File: src/rtl/core/mmcsbt_pkg.sv
// Shared types and constants for the SPI-mode card block transfer engine.
// No dependencies; imported by mmcsbt_ctrl and mmc_spi_block_transfer_top.
package mmcsbt_pkg;

  localparam int BLOCK_BYTES = 512;
  localparam int BYTE_CNT_W  = 10;
  localparam int TRY_CNT_W   = 16;
  localparam int CFG_IDX_W   = 2;
  localparam int CFG_DATA_W  = 16;
  localparam int RESP_LIM_W  = 12;
  localparam int TOK_LIM_W   = 12;
  localparam int BUSY_LIM_W  = 16;

  localparam logic [BYTE_CNT_W-1:0] LAST_DATA_IDX = BYTE_CNT_W'(BLOCK_BYTES - 1);

  // action codes
  localparam logic [1:0] ACT_READ  = 2'd0;
  localparam logic [1:0] ACT_WRITE = 2'd1;
  localparam logic [1:0] ACT_SLOT  = 2'd2;

  // register indexes
  localparam logic [CFG_IDX_W-1:0] REG_RESP_LIMIT = 2'd0;
  localparam logic [CFG_IDX_W-1:0] REG_TOK_LIMIT  = 2'd1;
  localparam logic [CFG_IDX_W-1:0] REG_BUSY_LIMIT = 2'd2;

  // status codes
  localparam logic [1:0] ST_OK       = 2'd0;
  localparam logic [1:0] ST_REJECTED = 2'd1;
  localparam logic [1:0] ST_TOK_TMO  = 2'd2;
  localparam logic [1:0] ST_BUSY_TMO = 2'd3;

  // bytes on the wire
  localparam logic [7:0] CMD_BASE    = 8'h40;
  localparam logic [7:0] CMD_READ    = 8'd17;
  localparam logic [7:0] CMD_WRITE   = 8'd24;
  localparam logic [7:0] FRAME_CRC   = 8'h95;
  localparam logic [7:0] START_TOKEN = 8'hFE;
  localparam logic [7:0] IDLE_BYTE   = 8'hFF;
  localparam logic [7:0] BUSY_BYTE   = 8'h00;
  localparam logic [2:0] RESP_ACCEPT = 3'd2;

  typedef struct packed {
    logic [1:0]  action;
    logic [31:0] block_address;
    logic [7:0]  rx_byte;
    logic [7:0]  write_byte;
  } in_item_t;

  typedef struct packed {
    logic [7:0] tx_byte;
    logic       card_select;
    logic       take_write;
    logic       read_valid;
    logic [7:0] read_byte;
    logic       done_res;
    logic [1:0] status;
    logic [2:0] reject_code;
  } out_item_t;

  typedef struct packed {
    logic [RESP_LIM_W-1:0] resp_limit;
    logic [TOK_LIM_W-1:0]  tok_limit;
    logic [BUSY_LIM_W-1:0] busy_limit;
  } limits_t;

endpackage

File: src/rtl/core/mmcsbt_ctrl.sv
// Transfer sequencer: phase state, counters and the per-byte result decode.
// Depends on mmcsbt_pkg.
module mmcsbt_ctrl import mmcsbt_pkg::*; (
  input  logic      clk,
  input  logic      rst_n,
  input  logic      fire,
  input  in_item_t  item,
  input  limits_t   lim,
  output out_item_t res
);

  localparam logic [3:0] PH_IDLE  = 4'd0;
  localparam logic [3:0] PH_FRAME = 4'd1;
  localparam logic [3:0] PH_R1    = 4'd2;
  localparam logic [3:0] PH_TOKEN = 4'd3;
  localparam logic [3:0] PH_RDATA = 4'd4;
  localparam logic [3:0] PH_RCRC  = 4'd5;
  localparam logic [3:0] PH_WDATA = 4'd6;
  localparam logic [3:0] PH_WTAIL = 4'd7;
  localparam logic [3:0] PH_BUSY  = 4'd8;

  logic [3:0]            phase_r, phase_nxt;
  logic                  is_write_r, is_write_nxt;
  logic [31:0]           addr_r, addr_nxt;
  logic [BYTE_CNT_W-1:0] byte_cnt_r, byte_cnt_nxt;
  logic [TRY_CNT_W-1:0]  try_cnt_r, try_cnt_nxt;

  logic [7:0] frame_byte;
  logic [2:0] resp_code;
  logic       finish;

  always_comb begin
    case (byte_cnt_r)
      BYTE_CNT_W'(1): frame_byte = addr_r[31:24];
      BYTE_CNT_W'(2): frame_byte = addr_r[23:16];
      BYTE_CNT_W'(3): frame_byte = addr_r[15:8];
      BYTE_CNT_W'(4): frame_byte = addr_r[7:0];
      default:        frame_byte = FRAME_CRC;
    endcase
  end

  assign resp_code = item.rx_byte[3:1];

  always_comb begin
    phase_nxt    = phase_r;
    is_write_nxt = is_write_r;
    addr_nxt     = addr_r;
    byte_cnt_nxt = byte_cnt_r;
    try_cnt_nxt  = try_cnt_r;
    finish       = 1'b0;
    res          = '0;
    res.tx_byte     = IDLE_BYTE;
    res.card_select = 1'b1;

    if (item.action == ACT_READ || item.action == ACT_WRITE) begin
      // a start abandons whatever is running
      is_write_nxt = item.action[0];
      addr_nxt     = item.block_address;
      phase_nxt    = PH_FRAME;
      try_cnt_nxt  = '0;
      byte_cnt_nxt = BYTE_CNT_W'(1);
      res.tx_byte  = CMD_BASE + (item.action[0] ? CMD_WRITE : CMD_READ);
    end else begin
      case (phase_r)
        PH_FRAME: begin
          if (byte_cnt_r <= BYTE_CNT_W'(5)) begin
            res.tx_byte  = frame_byte;
            byte_cnt_nxt = byte_cnt_r + BYTE_CNT_W'(1);
          end else begin
            phase_nxt   = PH_R1;
            try_cnt_nxt = TRY_CNT_W'(1);
          end
        end
        PH_R1: begin
          if (!item.rx_byte[7] || try_cnt_r >= TRY_CNT_W'(lim.resp_limit)) begin
            if (is_write_r) begin
              res.tx_byte  = START_TOKEN;
              phase_nxt    = PH_WDATA;
              byte_cnt_nxt = '0;
            end else begin
              phase_nxt   = PH_TOKEN;
              try_cnt_nxt = TRY_CNT_W'(1);
            end
          end else begin
            try_cnt_nxt = try_cnt_r + TRY_CNT_W'(1);
          end
        end
        PH_TOKEN: begin
          if (item.rx_byte == START_TOKEN) begin
            phase_nxt    = PH_RDATA;
            byte_cnt_nxt = '0;
          end else if (try_cnt_r >= TRY_CNT_W'(lim.tok_limit)) begin
            finish     = 1'b1;
            res.status = ST_TOK_TMO;
          end else begin
            try_cnt_nxt = try_cnt_r + TRY_CNT_W'(1);
          end
        end
        PH_RDATA: begin
          res.read_valid = 1'b1;
          res.read_byte  = item.rx_byte;
          if (byte_cnt_r >= LAST_DATA_IDX) begin
            phase_nxt    = PH_RCRC;
            byte_cnt_nxt = '0;
          end else begin
            byte_cnt_nxt = byte_cnt_r + BYTE_CNT_W'(1);
          end
        end
        PH_RCRC: begin
          if (byte_cnt_r == '0) begin
            byte_cnt_nxt = BYTE_CNT_W'(1);
          end else begin
            finish = 1'b1;
          end
        end
        PH_WDATA: begin
          res.tx_byte    = item.write_byte;
          res.take_write = 1'b1;
          if (byte_cnt_r >= LAST_DATA_IDX) begin
            phase_nxt    = PH_WTAIL;
            byte_cnt_nxt = '0;
          end else begin
            byte_cnt_nxt = byte_cnt_r + BYTE_CNT_W'(1);
          end
        end
        PH_WTAIL: begin
          // two CRC bytes, one gap byte, then the data response
          if (byte_cnt_r < BYTE_CNT_W'(3)) begin
            byte_cnt_nxt = byte_cnt_r + BYTE_CNT_W'(1);
          end else if (resp_code != RESP_ACCEPT) begin
            finish          = 1'b1;
            res.status      = ST_REJECTED;
            res.reject_code = resp_code;
          end else begin
            phase_nxt   = PH_BUSY;
            try_cnt_nxt = TRY_CNT_W'(1);
          end
        end
        PH_BUSY: begin
          if (item.rx_byte != BUSY_BYTE) begin
            finish = 1'b1;
          end else if (try_cnt_r >= TRY_CNT_W'(lim.busy_limit)) begin
            finish     = 1'b1;
            res.status = ST_BUSY_TMO;
          end else begin
            try_cnt_nxt = try_cnt_r + TRY_CNT_W'(1);
          end
        end
        default: begin
          phase_nxt       = PH_IDLE;
          res.card_select = 1'b0;
        end
      endcase
      if (finish) begin
        phase_nxt       = PH_IDLE;
        res.card_select = 1'b0;
        res.done_res    = 1'b1;
        res.tx_byte     = IDLE_BYTE;
      end
    end
  end

  always_ff @(posedge clk) begin
    if (!rst_n) begin
      phase_r    <= PH_IDLE;
      is_write_r <= 1'b0;
      addr_r     <= '0;
      byte_cnt_r <= '0;
      try_cnt_r  <= '0;
    end else if (fire) begin
      phase_r    <= phase_nxt;
      is_write_r <= is_write_nxt;
      addr_r     <= addr_nxt;
      byte_cnt_r <= byte_cnt_nxt;
      try_cnt_r  <= try_cnt_nxt;
    end
  end

endmodule

File: src/rtl/core/mmc_spi_block_transfer_top.sv
// Datapath: an accepted input transaction passes through the input register, then the result
// register, before out_valid rises with its result.
// Throughput: one transaction per cycle; in_stall is high only while the input register
// holds a transaction and the result register is full and stalled.
// Reset (rst_n low, synchronous): idle phase, counters and latched address cleared,
// limits back to 1024 / 1024 / 65535, both pipeline registers empty. Uses mmcsbt_pkg, mmcsbt_ctrl.
module mmc_spi_block_transfer_top import mmcsbt_pkg::*; (
  input  logic                  clk,
  input  logic                  rst_n,
  input  logic                  in_valid,
  output logic                  in_stall,
  input  in_item_t              in_data,
  output logic                  out_valid,
  input  logic                  out_stall,
  output out_item_t             out_data,
  input  logic                  cfg_we,
  input  logic [CFG_IDX_W-1:0]  cfg_index,
  input  logic [CFG_DATA_W-1:0] cfg_wdata
);

  limits_t   lim_r;
  logic      s1_valid_r;
  in_item_t  s1_item_r;
  logic      out_valid_r;
  out_item_t out_item_r;
  out_item_t res;
  logic      out_free;
  logic      s1_fire;

  assign out_free = !out_valid_r || !out_stall;
  assign s1_fire  = s1_valid_r && out_free;
  assign in_stall = s1_valid_r && !out_free;

  always_ff @(posedge clk) begin
    if (!rst_n) begin
      lim_r.resp_limit <= RESP_LIM_W'(1024);
      lim_r.tok_limit  <= TOK_LIM_W'(1024);
      lim_r.busy_limit <= BUSY_LIM_W'(65535);
    end else if (cfg_we) begin
      case (cfg_index)
        REG_RESP_LIMIT: lim_r.resp_limit <= cfg_wdata[RESP_LIM_W-1:0];
        REG_TOK_LIMIT:  lim_r.tok_limit  <= cfg_wdata[TOK_LIM_W-1:0];
        REG_BUSY_LIMIT: lim_r.busy_limit <= cfg_wdata[BUSY_LIM_W-1:0];
        default: ;
      endcase
    end
  end

  // input register
  always_ff @(posedge clk) begin
    if (!rst_n) begin
      s1_valid_r <= 1'b0;
    end else if (!in_stall) begin
      s1_valid_r <= in_valid;
    end
  end

  always_ff @(posedge clk) begin
    if (!in_stall && in_valid) begin
      s1_item_r <= in_data;
    end
  end

  mmcsbt_ctrl u_ctrl (
    .clk   (clk),
    .rst_n (rst_n),
    .fire  (s1_fire),
    .item  (s1_item_r),
    .lim   (lim_r),
    .res   (res)
  );

  // result register
  always_ff @(posedge clk) begin
    if (!rst_n) begin
      out_valid_r <= 1'b0;
    end else if (out_free) begin
      out_valid_r <= s1_valid_r;
    end
  end

  always_ff @(posedge clk) begin
    if (s1_fire) begin
      out_item_r <= res;
    end
  end

  assign out_valid = out_valid_r;
  assign out_data  = out_item_r;

`ifndef NO_ASSERTIONS
  a_stall_needs_item: assert property (@(posedge clk) disable iff (!rst_n)
    in_stall |-> s1_valid_r && out_valid_r)
    else $error("input stalled with an empty input register");

  a_done_releases_cs: assert property (@(posedge clk) disable iff (!rst_n)
    out_valid && out_data.done_res |-> !out_data.card_select)
    else $error("done transaction with chip select still asserted");

  a_status_only_on_done: assert property (@(posedge clk) disable iff (!rst_n)
    out_valid && out_data.status != ST_OK |-> out_data.done_res)
    else $error("nonzero status on a transaction that is not done");

  a_reject_code_tied: assert property (@(posedge clk) disable iff (!rst_n)
    out_valid && out_data.reject_code != 3'd0 |-> out_data.status == ST_REJECTED)
    else $error("reject code without write-rejected status");

  a_read_write_exclusive: assert property (@(posedge clk) disable iff (!rst_n)
    out_valid |-> !(out_data.read_valid && out_data.take_write))
    else $error("read data and write take in the same transaction");
`endif

endmodule

File: config.mk
export PLATFORM = sky130hd
export DESIGN_NAME = mmc_spi_block_transfer_top
export DESIGN_NICKNAME = d
export VERILOG_FILES = /design/src/rtl/core/mmcsbt_pkg.sv /design/src/rtl/core/mmcsbt_ctrl.sv /design/src/rtl/core/mmc_spi_block_transfer_top.sv
export SDC_FILE = /design/constraint.sdc
export NUM_CORES = 1
export LEC_CHECK = 0
export BUFFER_PORTS_ARGS = -buffer_cell sky130_fd_sc_hd__buf_4
export CORE_UTILIZATION = 40
export DETAILED_ROUTE_END_ITERATION = 16
export PLACE_DENSITY_LB_ADDON = 0.3
export SYNTH_ARGS = -nofsm -noshare
export SYNTH_HDL_FRONTEND = slang
export SYNTH_HIERARCHICAL = 1
export SYNTH_SLANG_ARGS = --single-unit
File: constraint.sdc
create_clock -name clk -period 7.8 [get_ports clk]
set_input_delay 1.56 -clock clk [delete_from_list [all_inputs] [get_ports clk]]
set_output_delay 1.56 -clock clk [all_outputs]
set_load 0.005 [all_outputs]
# Word level (Yosys, flattened, before mapping)

Index checks and enable logic that the tools add are counted.

Multiplexer cells: 59
Eq/ne operators: 39
Reductions and logical operators: 29
Bitwise gates (word level): 3
Shift-type cells: 0
Add/sub/neg operators: 3
$mul: 0
Divide/modulo/power cells: 0
$lt $le $gt $ge: 6

Operators with widths:

| cell                    | number |
|---|---|
| $mux W16                | 10 |
| $mux W10                | 8 |
| $pmux W16 S5            | 1 |
| $pmux W10 S6            | 1 |
| $mux W4                 | 11 |
| $ge A16 B12 Y1          | 2 |
| $pmux W8 S4             | 1 |
| $pmux W4 S7             | 1 |
| $mux W8                 | 3 |
| $ne A3 B2 Y1 const B    | 8 |
| $pmux W8 S3             | 1 |
| $ne A3 B1 Y1 const B    | 7 |
| $eq A10 B2 Y1 const B   | 2 |
| $mux W9                 | 2 |
| $add A16 B1 Y16 const B | 1 |
| $eq A4 B3 Y1 const B    | 4 |
| $ge A16 B16 Y1          | 1 |
| $ne A4 B1 Y1 const B    | 4 |
| $mux W1                 | 12 |
| $ne A4 B3 Y1 const B    | 3 |
| $add A10 B1 Y10 const B | 1 |
| $eq A10 B1 Y1 const B   | 1 |
| $eq A10 B3 Y1 const B   | 1 |
| $ge A10 B9 Y1 const B   | 1 |
| other kinds (31)        | 52 |

Register bits: 180
Bits in latches: 0
Bits in read-only memories: 0
Memory bits (writable): 0
Memories kept: 0

# Longest topological paths before layout

Gate-level depths: netlist (run 1).

Depth in word-level cells: 7
Mapped depth: 10
Depth with buffers taken out: 9

# Cells and area by module

Netlist (run 1), hierarchy kept.

Modules (own cells, without submodules):

| module                     | cells each | sequential area each (sq um) | area each (sq um) | times used |
|---|---|---|---|---|
| mmcsbt_ctrl                | 641        | 1261.2                       | 4917.2            | 1 |
| mmc_spi_block_transfer_top | 249        | 3093.0                       | 3953.8            | 1 |

# Worst setup path after synthesis (run 1)

No wires, ideal clock.

Path type: input port to flip-flop
Start point: input out_stall
End point: register u_ctrl.byte_cnt_r[9]
Stages: 6
Path slack: 2967 ps
Data arrival time: 4715 ps
Setup time: 119 ps
Buffers on the path: 2
Path through: a21boi_0 -> clkbuf_1 -> o211ai_1 -> or2_1 -> buf_2 -> o221a_1

Longest elaborated chain between the ends: 4

Ends and longest elaborated chain:

| what                               | line                             | text |
|---|---|---|
| start, declared                    | mmc_spi_block_transfer_top.sv:14 | `input logic out_stall,` |
| $logic_not A1 Y1                   | mmc_spi_block_transfer_top.sv:30 | `assign out_free = !out_valid_r \|\| !out_stall;` |
| $logic_or A1 B1 Y1                 | mmc_spi_block_transfer_top.sv:30 |  |
| $logic_and A1 B1 Y1                | mmc_spi_block_transfer_top.sv:31 | `assign s1_fire = s1_valid_r && out_free;` |
| $reduce_and A8 Y1 (no source line) | --                               |  |
| end signal, assigned               | mmcsbt_ctrl.sv:174               | `byte_cnt_r <= byte_cnt_nxt;` |
| end, declared                      | mmcsbt_ctrl.sv:25                | `logic [BYTE_CNT_W-1:0] byte_cnt_r, byte_cnt_nxt;` |

No other way between the ends.
A chain may end at the register's enable or synchronous reset.

# Worst setup path after layout (run 1)

Start point: input out_stall
End point: output in_stall

Longest elaborated chain between the ends: 4

Ends and longest elaborated chain:

| what                | line                             | text |
|---|---|---|
| $logic_not A1 Y1    | mmc_spi_block_transfer_top.sv:30 |  |
| $logic_or A1 B1 Y1  | mmc_spi_block_transfer_top.sv:30 |  |
| $logic_not A1 Y1    | mmc_spi_block_transfer_top.sv:32 | `assign in_stall = s1_valid_r && !out_free;` |
| $logic_and A1 B1 Y1 | mmc_spi_block_transfer_top.sv:32 |  |
| end, declared       | mmc_spi_block_transfer_top.sv:11 | `output logic in_stall,` |

No other way between the ends.

==> results of run 1 <==
-- placed cells by master, fill, tap and decap left out, types with 9 or more instances in the layout --
cell / count
buf_4: 105
and2_1: 16
o211ai_1: 20
nand4b_1: 17
nand4_1: 9
inv_1: 64
dfxtp_1: 105
ha_1: 46
mux2i_1: 25
nand2_1: 133
o211ai_2: 9
nor3_1: 15
a32o_1: 11
nand3_1: 13
edfxtp_1: 75
a21oi_1: 66
nor3b_1: 13
o21ai_0: 19
nor2_1: 37
and3_1: 20
clkbuf_16: 17
-- worst min path at each step --
stage	startpoint	endpoint	slack [ns]	cells after the start
after floorplan	u_ctrl/addr_r[10]	u_ctrl/addr_r[10]	0.44	2
after global placement	u_ctrl/addr_r[17]	u_ctrl/addr_r[17]	0.44	2
after detailed placement	u_ctrl/addr_r[7]	u_ctrl/addr_r[7]	0.45	2
after CTS	u_ctrl/addr_r[7]	u_ctrl/addr_r[7]	0.46	2
after global routing	u_ctrl/addr_r[31]	u_ctrl/addr_r[31]	0.48	2
final	u_ctrl/addr_r[11]	u_ctrl/addr_r[11]	0.46	2
-- area by class of cell --
type,count,area share [%]
sequential,180,41.9
multi-input combinational,596,38.9
timing repair buffer,105,7.58
clock buffer,17,4.09
tap,280,3.37
inverter,64,2.31
clock inverter,15,1.92
-- flip-flops by register name, summed over array words and instances, names as in the netlist --
name	cells
u_ctrl/byte_cnt_r	10
out_valid	1
s1_valid_r	1
u_ctrl/try_cnt_r	16
u_ctrl/addr_r	32
s1_item_r	50
u_ctrl/phase_r	4
lim_r	40
out_data	25
u_ctrl/is_write_r	1
-- worst max-delay path, cell delays in order --
cell and delay (ns):
buf_4 0.13, and3_1 0.22, buf_4 0.15
-- routing by layer --
metal  routed length, microns  GRT usage, %  share of wire (%)
met1                     9790          26.7                 47
met2                     9460          29.2                 46
met3                     1070          3.83                5.2
met4                      359          6.20                1.7
met5                        0             0                  0
-- report_power, final --
group,switching (mW),internal [mW],leakage (nW),total (mW)
sequential,0.0189,1.02,1.58,1.04
clock,0.446,0.444,0.299,0.890
combinational,0.0887,0.0657,2.42,0.154
-- cell families after synthesis --
logic type / count (synthesis)
AO/OA/AOI/OAI: 206
adder cells (fa/ha/maj): 46
buffers and inverters: 114
flip-flops: 180
multiplexers: 25
AND/OR/NAND/NOR: 319
==> impl_metrics.tcl, run 1 <==
set metrics [dict create \
    core_area_sq_um 21800 \
    synth_top_area_share_pct 25.4 \
    fillers 2080 \
    rows 54 \
    max_slew.worst_pin.slew_ns 1.10 \
    ys_top_cells_by_count "nand2_1 (133), dfxtp_1 (105), edfxtp_1 (75)" \
    setup_tns_ns 0 \
    ir_drop_v 0.000181 \
    ys.flop_type "dfxtp_1" \
    finalSetupViolCount 0 \
    synth_edf_count 75 \
    vias 6811 \
    cts_tree "built" \
    fin_ws_ns 4.18 \
    run_status "completed" \
    detail_route.iter0.violations 470 \
    yosysTopAreaCell "edfxtp_1" \
    routed_via_density 5.42 \
    synth_xor_xnor_area_share_pct 0 \
    cp-start-kind "input port" \
    grt_pass1_wl_microns 33500 \
    period_minus_slack_ns 3.62 \
    synth_compound_area_share_pct 17.3 \
    numCtsBuffers 17 \
    seq_area_frac_synth_pct 49.1 \
    synth_top_family_by_area "simple AND/OR/NAND/NOR gates" \
    antenna_left 0 \
    drv_slew 0 \
    required_ns 6.24 \
    io_buffers 99 \
    rsz0062_at_grt "no" \
    syn-cell-area_sq_um 8870 \
    cts-root-buf "clkbuf_16" \
    worstSetupEndpointType "output port" \
    first_pass_iters 5 \
    hpwlAfterDp_microns 14300 \
    drt_wl_total_microns 20700 \
    synth_most_common_cell "nand2_1" \
    synth-adder-area-share_pct 6.49 \
    synth_mux_area_share_pct 2.82 \
    final_nets 1083 \
    cp_max_fo 3 \
    ys_ff_latch 180 \
    avgSynthCellArea_sq_um 9.97 \
    die_h_microns 151 \
    drv_cap 0 \
    power_mw 2.08 \
    multi_input_comb_area_sq_um 4040 \
    ys_warn_count 6 \
    r2r-end "u_ctrl/try_cnt_r[5]" \
    clk_latency_ns 0.44 \
    relSlewSlack_pct 26.8 \
    overflow 0 \
    antenna_found_initial 0 \
    hold_path_class "reg2reg" \
    dp_slack_ns 4.18 \
    cts_sinks 180 \
    crit_path_end "in_stall" \
    fp.dieArea_sq_um 22800 \
    area_growth_pct 17.2 \
    clock_skew_ns 0.0117 \
    cts_resized 0 \
    synth_cell_types 73 \
    clkSlewWorstSetupHoldPaths_ns 0.08 \
    regArea_sq_um 4350 \
    synthCells 890 \
    wl_per_cell_microns 16.4 \
    fin_area_sq_um 10400 \
    finalHoldViolCount 0 \
    timing.hold.ws_ns 0.455 \
    r2r_setup_slack_ns 4.32 \
    antennaDiodeCount 0 \
    crit_arrival_ns 2.06 \
    drive_gt1_share_pct 16.9 \
    timing.final.crit_share_pct 46.4 \
    reg2regPathDepth 9 \
    postCtsSetupBuffers 0 \
    synth_async_sr_flop_share_pct 0 \
    final_cells 1257 \
    grtUsageTotal_pct 19.0 \
    dp.cells 1225 \
    worst-setup-path-type "in2out" \
    power.density_nw_per_um2 200 \
    synth-simple-area-share_pct 18.7 \
    fp.dieW_microns 151 \
    grt_pass1_vias 6385 \
    cts_buffer_depth 2 \
    h-tree-depth 4 \
    start_util_pct 40.8 \
    hold_buffers 0 \
    placed_area_sq_um 9770 \
    leakage_nw 4.29 \
    grt_max_degree 78 \
    r2r-start "lim_r[15]" \
    drcViolationCount 0 \
    ios 100 \
    startpoint "out_stall" \
    synthTopCellsByArea "edfxtp_1 (25%), dfxtp_1 (24%), ha_1 (6.5%), nand2_1 (5.6%), a21oi_1 (3.7%)" \
    final_util_pct 47.8 \
    fmax_mhz 276 \
    gp_congestion 0.824 \
    syn_nets 1009 \
]
Note: power is estimated with default switching activity, not from simulation.
==> inputs of run 2 (changes only) <==
- clock period: 7.8 -> 3.2 ns (I/O delays scaled with it)
==> impl_metrics.tcl, run 2 (synthesized netlist as in run 1, its figures left out) <==
set metrics [dict create \
    area_growth_pct 19.0 \
    fillers 2020 \
    holdPathStages 1 \
    max_stage_delay_ns 0.40 \
    worst-setup-path-type "reg2reg" \
    critPathBufInv 2 \
    top_regs "s1_item_r (50), lim_r (40), u_ctrl/addr_r (32)" \
    final_cell_mix "nand2_1 (133), buf_4 (118), dfxtp_1 (105), edfxtp_1 (75), a21oi_1 (66)" \
    start_util_pct 40.8 \
    wl_per_cell_microns 16.8 \
    detail_route.iter0.violations 633 \
    p_seq_share_pct 49.7 \
    slowest_stage "a2111o_1" \
    vias 6924 \
    top_register "s1_item_r" \
    pwr-share-comb_pct 7.4 \
    drv_cap 0 \
    fp.dieW_microns 151 \
    overflow 0 \
    hpwlAfterDp_microns 15200 \
    final_nets 1098 \
    cts_tree "built" \
    clk_latency_ns 0.45 \
    worstSetupEndpointType "flip-flop" \
    drt_wl_total_microns 21400 \
    rsz0062_at_grt "no" \
    finalSetupViolCount 0 \
    cpLargestDelayFamily "compound AO/OA/AOI/OAI gates" \
    grt_max_degree 51 \
    crit_arrival_ns 3.25 \
    hold_path_end "s1_item_r[22]" \
    internal-power_mw 3.74 \
    cts_sinks 180 \
    r2r_setup_slack_ns 0.33 \
    grt_pass1_wl_microns 34600 \
    drcViolationCount 0 \
    drive_gt1_share_pct 18.1 \
    run_status "completed" \
    fmax_mhz 348 \
    antenna_left 0 \
    first_pass_iters 6 \
    gp_congestion 0.871 \
    core_area_sq_um 21800 \
    cp_max_fo 10 \
    grtUsageTotal_pct 19.6 \
    ir_drop_v 0.000401 \
    reg2regPathDepth 10 \
    grt_pass1_vias 6657 \
    clock_skew_ns 0.0155 \
    drv_slew 0 \
    cts_buffer_depth 2 \
    timing.hold.ws_ns 0.362 \
    fin_ws_ns 0.325 \
    numCtsBuffers 17 \
    h-tree-depth 4 \
    routed_via_density 5.44 \
    relSlewSlack_pct 41.7 \
    antenna_found_initial 0 \
    io_buffers 99 \
    hold_buffers 0 \
    power.density_nw_per_um2 483 \
    leakage_nw 4.38 \
    clkSlewWorstSetupHoldPaths_ns 0.08 \
    max_slew.worst_pin.slew_ns 0.871 \
    layout_commonest_cell "nand2_1" \
    clkPwrFrac_pct 42.9 \
    fp.dieArea_sq_um 22800 \
    r2r-end "u_ctrl/try_cnt_r[6]" \
    hold_start "in_data[22]" \
    hold_path_class "in2reg" \
    path_cells "inv_1, ha_1, nand2b_1, a2111o_1, a32oi_1, a31oi_1, o21a_1, nor3_4, buf_12, a32o_1" \
    cp-start-kind "flip-flop" \
    ios 100 \
    cts-root-buf "clkbuf_16" \
    required_ns 3.58 \
    r2r-start "u_ctrl/try_cnt_r[0]" \
    switching_power_mw 1.36 \
    rows 54 \
    dp_slack_ns 0.322 \
    timing.final.crit_share_pct 89.8 \
    antennaDiodeCount 0 \
    setup_tns_ns 0 \
    sw_frac_of_total_pct 26.7 \
    die_h_microns 151 \
    period_minus_slack_ns 2.87 \
    power_mw 5.10 \
    largest_reg_flops 50 \
    final_util_pct 48.5 \
    finalHoldViolCount 0 \
]
[run 2: cell type report]
class	instances	area (sq um)	area share, %
multi-input cells	596	4040	38.3
inverters	64	240	2.28
clock buffers	17	425	4.03
clock inverters	15	216	2.05
repair buffers	120	926	8.77
well taps	280	350	3.32
flip-flops and latches	180	4350	41.3
[run 2: worst max-delay path by stage]
stage,startpoint,cells past startpoint,slack [ns],to
finish,u_ctrl/try_cnt_r[0],10,0.33,u_ctrl/try_cnt_r[6]
global route,u_ctrl/try_cnt_r[0],9,0.008,u_ctrl/try_cnt_r[4]
detailed placement,u_ctrl/try_cnt_r[0],9,0.32,u_ctrl/try_cnt_r[3]
floorplan,out_stall,6,0.49,u_ctrl/byte_cnt_r[9]
global placement,u_ctrl/try_cnt_r[0],9,0.39,u_ctrl/try_cnt_r[3]
CTS,u_ctrl/try_cnt_r[0],9,0.26,u_ctrl/try_cnt_r[3]
[run 2: what timing repair did]
| action | 4_1_cts | 5_1_grt |
|---|---|---|
| endpoints found under the setup margin | 0 | 2 |
| buffers inserted | 0 | 0 |
| gates resized for setup | 0 | 0 |
[run 2: metrics by stage]
stage                     instances  area, sq um
after CTS                      1272        10600
after global placement         1240         9910
final                          1272        10600
after global routing           1272        10600
after detailed placement       1240         9910
after floorplan                 890         8880
[run 2: layer usage]
metal	vias up	GRT usage (%)	wire length [microns]
li1	3430	-	-
met1	3245	27.7	10200
met2	215	30.5	9710
met3	34	2.74	1060
met4	0	7.25	421
met5	-	0	0
[run 2: power groups by stage]
stage	Clock, mW	Combinational [mW]	Sequential (mW)
floorplan	0	0.227	2.57
global placement	0	0.375	2.59
detailed placement	0	0.378	2.59
CTS	2.23	0.380	2.53
global route	2.32	0.420	2.54
finish	2.19	0.377	2.53
